--- src/rtl/kla_pkg.sv ---
// ----------------------------------------------------------------------------
// kla_pkg
// Shared types and codes of the keyed lowest free id allocator: command and
// status codes, sequencer states and the control word of a ring cell.
// ----------------------------------------------------------------------------
`default_nettype none

package kla_pkg;

   // command codes carried by a request word
   localparam logic [1:0] CMD_OBTAIN = 2'd0;
   localparam logic [1:0] CMD_BIND   = 2'd1;
   localparam logic [1:0] CMD_DELETE = 2'd2;

   // status codes carried by a response word
   localparam logic [2:0] ST_FOUND   = 3'd0;
   localparam logic [2:0] ST_ALLOC   = 3'd1;
   localparam logic [2:0] ST_BOUND   = 3'd2;
   localparam logic [2:0] ST_DELETED = 3'd3;
   localparam logic [2:0] ST_ABSENT  = 3'd4;
   localparam logic [2:0] ST_NOFREE  = 3'd5;
   localparam logic [2:0] ST_REJECT  = 3'd6;

   // sequencer states
   typedef enum logic [1:0] {
      STATE_IDLE,
      STATE_SCAN,
      STATE_COMMIT
   } state_type;

   // per-cell control: rotate one place, write, clear
   typedef struct packed {
      logic shift;
      logic load;
      logic clear;
   } cell_ctrl_type;

endpackage

`default_nettype wire

--- src/rtl/kla_entry_cell.sv ---
// ----------------------------------------------------------------------------
// kla_entry_cell
// One binding of the key table ring: valid flag, owner key, slot id and its
// image / slot split. Rotates toward the head, takes a write or is cleared in place.
// ----------------------------------------------------------------------------
`default_nettype none

module kla_entry_cell #(
   parameter int ID_W  = 8,
   parameter int IMG_W = 2,
   parameter int SII_W = 6
) (
   input  wire logic                  clock,
   input  wire logic                  reset,
   input  wire kla_pkg::cell_ctrl_type ctrl,
   input  wire logic                  nxt_valid,
   input  wire logic [31:0]           nxt_key,
   input  wire logic [ID_W-1:0]       nxt_id,
   input  wire logic [IMG_W-1:0]      nxt_img,
   input  wire logic [SII_W-1:0]      nxt_sii,
   input  wire logic [31:0]           wr_key,
   input  wire logic [ID_W-1:0]       wr_id,
   input  wire logic [IMG_W-1:0]      wr_img,
   input  wire logic [SII_W-1:0]      wr_sii,
   output logic                       cell_valid,
   output logic [31:0]                cell_key,
   output logic [ID_W-1:0]            cell_id,
   output logic [IMG_W-1:0]           cell_img,
   output logic [SII_W-1:0]           cell_sii
);

   logic             valid_ff;
   logic             valid_in;
   logic [31:0]      key_ff;
   logic [ID_W-1:0]  id_ff;
   logic [IMG_W-1:0] img_ff;
   logic [SII_W-1:0] sii_ff;

   // valid flag: rotate, set on write, drop on clear
   always_comb begin
      priority if (ctrl.shift) begin
         valid_in = nxt_valid;
      end else if (ctrl.load) begin
         valid_in = 1'b1;
      end else if (ctrl.clear) begin
         valid_in = 1'b0;
      end else begin
         valid_in = valid_ff;
      end
   end

   always_ff @(posedge clock) begin
      if (reset) begin
         valid_ff <= 1'b0;
      end else begin
         valid_ff <= valid_in;
      end
   end

   // payload rotates or takes the write word
   always_ff @(posedge clock) begin
      if (ctrl.shift) begin
         key_ff <= nxt_key;
         id_ff  <= nxt_id;
         img_ff <= nxt_img;
         sii_ff <= nxt_sii;
      end else if (ctrl.load) begin
         key_ff <= wr_key;
         id_ff  <= wr_id;
         img_ff <= wr_img;
         sii_ff <= wr_sii;
      end
   end

   assign cell_valid = valid_ff;
   assign cell_key   = key_ff;
   assign cell_id    = id_ff;
   assign cell_img   = img_ff;
   assign cell_sii   = sii_ff;

endmodule

`default_nettype wire

--- config.mk ---
export PLATFORM = sky130hd
export DESIGN_NAME = kla_entry_cell
export DESIGN_NICKNAME = d
export VERILOG_FILES = /design/src/rtl/kla_pkg.sv /design/src/rtl/kla_entry_cell.sv
export SDC_FILE = /design/constraint.sdc
export NUM_CORES = 1
export LEC_CHECK = 0
export BUFFER_PORTS_ARGS = -buffer_cell sky130_fd_sc_hd__buf_2
export CAP_MARGIN = 40
export CORE_ASPECT_RATIO = 1.4
export CORE_MARGIN = 4
export CORE_UTILIZATION = 42
export DETAILED_ROUTE_END_ITERATION = 10
export PLACE_DENSITY = 0.88
export SETUP_SLACK_MARGIN = 0.2
export SYNTH_ARGS = -nofsm -noshare
export SYNTH_HDL_FRONTEND = slang
export SYNTH_SLANG_ARGS = --single-unit
--- constraint.sdc ---
create_clock -name clock -period 2.3 [get_ports clock]
set_clock_uncertainty 0.1 [all_clocks]
set_input_delay 0.345 -clock clock [delete_from_list [all_inputs] [get_ports clock]]
set_output_delay 0.345 -clock clock [all_outputs]
set_load 0.02 [all_outputs]
### Word level (Yosys, flattened, before mapping)

Cells that the tools add are included.

| operators by class | value |
|---|---|
| $mul | 0 |
| order comparisons | 0 |
| bitwise operators | 0 |
| $add $sub $neg | 0 |
| equality and inequality tests | 0 |
| reductions and logical operators | 2 |
| shift-type cells | 0 |
| divide/modulo/power cells | 0 |
| muxes and demuxes | 11 |

Operators by type and width:

| cell | number |
|---|---|
| $mux W32 | 2 |
| $mux W8 | 2 |
| $mux W6 | 2 |
| $mux W2 | 2 |
| $mux W1 | 3 |
| $reduce_bool A3 Y1 | 1 |
| $reduce_bool A2 Y1 | 1 |

| word-level totals | value |
|---|---|
| memories kept | 0 |
| memory bits (read-only) | 0 |
| RAM bits | 0 |
| input port bits | 102 |
| word-level logic and storage cells | 18 |
| output and inout bits | 49 |
| register bits | 49 |
| bits in latches | 0 |

### Logic depth before layout (Yosys ltp)

| depth | value |
|---|---|
| depth in word-level cells | 3 |
| gate-level depth with buffers | 4 |
| gate-level depth less buffers | 2 |

### Worst setup path after synthesis

OpenSTA, ideal clock, no wires.

| timing | value |
|---|---|
| path kind | input to register |
| from | input port ctrl[2] (netlist bit) |
| to | register id_ff[0] (netlist: cell_id[0]), enable pin |
| stages | 4 |
| setup time | 0.402 ns |
| path buffers | 2 |
| slack | 0.204 ns |
| data arrival time | 1.594 ns |
| data required time | 1.798 ns |
| cells stage by stage | buf_6 buf_8 nor2_2 inv_1 |

| between the ends | value |
|---|---|
| longest elaborated chain between the ends | 1 |

Ends and longest elaborated chain:

| element | RTL line | RTL |
|---|---|---|
| start: declaration | kla_entry_cell.sv:15 | `input wire kla_pkg::cell_ctrl_type ctrl,` |
| $reduce_bool A2 Y1 (no line) | -- |  |
| end signal: assignment | kla_entry_cell.sv:64 | `id_ff <= nxt_id;` |
| end signal: assignment | kla_entry_cell.sv:69 | `id_ff <= wr_id;` |
| end: declaration | kla_entry_cell.sv:35 | `logic [ID_W-1:0] id_ff;` |

No other way between the ends.
A chain may end at the register's enable or synchronous reset.

### Worst setup path in the final report

| timing | value |
|---|---|
| from | register key_ff[0] (netlist: cell_key[0]) |
| to | output port cell_key[0] |

RTL lines:

| element | RTL line | RTL |
|---|---|---|
| start: declaration | kla_entry_cell.sv:34 | `logic [31:0] key_ff;` |
| start signal: assignment | kla_entry_cell.sv:63 | `key_ff <= nxt_key;` |
| start signal: assignment | kla_entry_cell.sv:68 | `key_ff <= wr_key;` |
| end: declaration | kla_entry_cell.sv:26 | `output logic [31:0] cell_key,` |

No word-level cell between the ends.

==> Implementation_results.wiki <==
{| class="wikitable"
! Metric !! Value
|-
| Number of cells traversed by the worst hold path || 2
|-
| Die extent in y || roughly 95 µm
|-
| Critical path cell sequence || buf_2
|-
| Synthesis-stage register bit count || 49
|-
| Global Route met1 Usage || ~16%
|-
| Slew at the pin closest to its max-slew limit || 0.354 ns
|-
| Worst R2R Path Depth || 2
|-
| Power density over the cells || around 680 nW/µm²
|-
| Total congestion overflow after global routing || 0
|-
| Top library cells by usage in the layout, fill and taps aside || 150 x buf_2, 48 x mux2_4, 48 x edfxtp_1
|-
| RD Place Congestion || 0.715
|-
| Clock Tree Buf Depth || 2
|-
| Die Wd || around 70 µm
|-
| Largest net degree at the start of global routing || 29
|-
| Cell at the slowest stage of the critical path || edfxtp_1
|-
| Critical path buffer and inverter count || 1
|-
| Hold Violations, Final || 0
|-
| Type of destination of the critical path || primary output
|-
| Number of buffers inserted for hold repair after clock tree synthesis || 0
|-
| Instance count on the critical path || 1
|-
| Overall Global Routing Usage || roughly 15%
|-
| Share of cells above drive strength 1 || ~80%
|-
| Vias post-DR || between 1500 and 2000
|-
| Critical path required time || around 1.9 ns
|-
| Worst-Skew Late Latency || just under 0.3 ns
|-
| Port-buffer cells || 150
|-
| DRC violations left || 0
|-
| Number of buffers inserted during clock tree synthesis || 5
|-
| Result of the run || complete, no violations
|-
| Wire length of the first global-routing pass || just under 8 mm
|-
| Layer carrying the most global-route usage || met2
|-
| Number of global-route vias before repair || 1614
|-
| YS warnings || 0
|-
| Antenna-violating nets left || 0
|-
| Worst-path clk slew || ~0.090 ns
|-
| Met3 routing resource usage after global routing || roughly 5.2%
|-
| Critical Setup Path Class || reg2out
|-
| Number of nets in the final layout || 365
|-
| Crit start category || register
|-
| Share of synthesized area occupied by flip-flops and latches || between 60% and 70%
|-
| Row cnt || 31
|-
| Placed Instances || around 320
|-
| Number of antenna violations at the first check in global routing || 0
|-
| Met2 usage || between 20% and 30%
|-
| Number of sinks handled by clock tree synthesis || around 50
|-
| Antenna diode count || 0
|-
| Core Footprint || roughly 5200 µm²
|-
| Estimated wirelength of the detail-placed design || 4.29 mm
|-
| Area of the die || between 6000 and 7000 µm²
|-
| P_leak || 1.58 nW
|-
| Initial DRC Count || slightly above 70
|-
| # Post-CTS Setup Buffers || 0
|-
| H-Tree Depth || 2
|-
| Peak fanout along the critical path || 1
|-
| TritonCTS clock tree || done
|-
| Cell family with most CP delay || flip-flops
|-
| Post-synth cell types || 9
|-
| Shortest period the worst path allows || 1.30 ns
|-
| Layout Cells excl Fill || 330
|-
| Maximum single-stage delay on the critical path || just under 0.4 ns
|-
| Mean Syn Cell Area || between 20 and 25 µm²
|-
| Leading cell type in the layout, fill and taps excluded || buf_2
|-
| Number of resized instances in the post-cts repair step || 0
|-
| Max-slew headroom at the worst pin || between 70% and 80%
|-
| Sum of negative setup slack || 0 ns
|-
| Average wire per standard cell || 15.6 µm
|-
| RSZ-0062 raised after global routing || false
|-
| Buffer cell driving the clock tree root || clkbuf_8
|-
| Maximum frequency from static timing analysis || 770 MHz
|-
| Synthesized netlist cell count || 108
|-
| Worst vdd rail ir drop || between 0.0003 and 0.0004 V
|-
| TritonRoute pass-1 iters || 4
|-
| Relative area change from synthesis to final layout || 40.3%
|-
| Number of max-cap violations || 0
|-
| Total wirelength of the detailed-routed design || 5.16 mm
|-
| Layout fillers || 420
|-
| Fraction of the cycle the final worst path needs || between 50% and 60%
|-
| Via density || around 4.7
|-
| Initial core utilization || 43.7%
|-
| Hold Crit Class || in2reg
|-
| Number of setup violations in the final report || 0
|-
| Number of placed I/O pins || about 150
|-
| Arrival time at the worst endpoint || approximately 0.85 ns
|-
| Area of the mapped netlist || between 2000 and 2500 µm²
|-
| Number of nets produced by synthesis || 210
|-
| Number of pins exceeding their max-slew limit in the final report || 0
|}
-- synth_stat cells --
library cell	number	area, µm²
nor2_2	1	6.26
edfxtp_1	48	1440
nand2b_1	1	6.26
buf_8	1	15.0
mux2_4	48	721
a221oi_2	1	15.0
dfxtp_1	1	20.0
buf_6	5	56.3
inv_1	2	7.51
-- stage by stage --
| step | area [µm²] | power (mW) | utilization (%) | hold slack (ns) | setup WS [ns] |
|---|---|---|---|---|---|
| floorplan | 2290 | 1.42 | - | 0.311 | 0.204 |
| global placement | 3110 | 1.61 | 59.3 | 0.383 | 0.752 |
| detailed placement | 3110 | 1.62 | 59.3 | 0.382 | 0.717 |
| CTS | 3210 | 2.21 | 61.3 | 0.104 | 0.976 |
| global route | 3210 | 2.28 | 61.3 | 0.0930 | 0.939 |
| finish | 3210 | 2.18 | 61.3 | 0.115 | 1.00 |
-- state kept, by name, indices dropped and copies added (netlist names) --
signal,cells
cell_id,8
cell_img,2
cell_key,32
cell_sii,6
cell_valid,1
-- report_power, final --
| group | total [mW] | switching, mW | internal, mW |
|---|---|---|---|
| Sequential | 1.11 | 0.0227 | 1.09 |
| Clock | 0.590 | 0.268 | 0.321 |
| Combinational | 0.479 | 0.248 | 0.231 |
| Total | 2.18 | 0.539 | 1.64 |
-- worst paths after layout --
check	start	to	slack, ns
worst min register to register	cell_valid$_SDFFE_PP0P_	cell_valid$_SDFFE_PP0P_	0.40
worst min-delay path	reset	cell_valid$_SDFFE_PP0P_	0.11
worst max register to register	cell_valid$_SDFFE_PP0P_	cell_valid$_SDFFE_PP0P_	1.49
worst max-delay path	cell_key[0]$_DFFE_PP_	cell_key[0]	1.00
-- cell families after synthesis --
| group | synth area share, % |
|---|---|
| simple gates | 0.547 |
| compound gates | 0.656 |
| mux | 31.5 |
| buf+inv | 3.44 |
| flops | 63.9 |
-- cell type report --
type	instances	area [µm²]	share of cell area, %
sequential	49	1460	45.5
clock buffer	6	72.6	2.26
multi-input combinational	51	748	23.3
inverter	2	7.51	0.234
clock inverter	2	33.8	1.05
timing repair buffer	154	806	25.1
tap	66	82.6	2.57
-- per-layer routing --
| metal | up-vias | part of all wire, % |
|---|---|---|
| met1 | 720 | 32 |
| met4 | 0 | 1.4 |
| met5 | - | 0 |
| met2 | 101 | 55 |
| met3 | 6 | 12 |
| li1 | 724 | - |
Note: power is estimated with default switching activity, not from simulation.
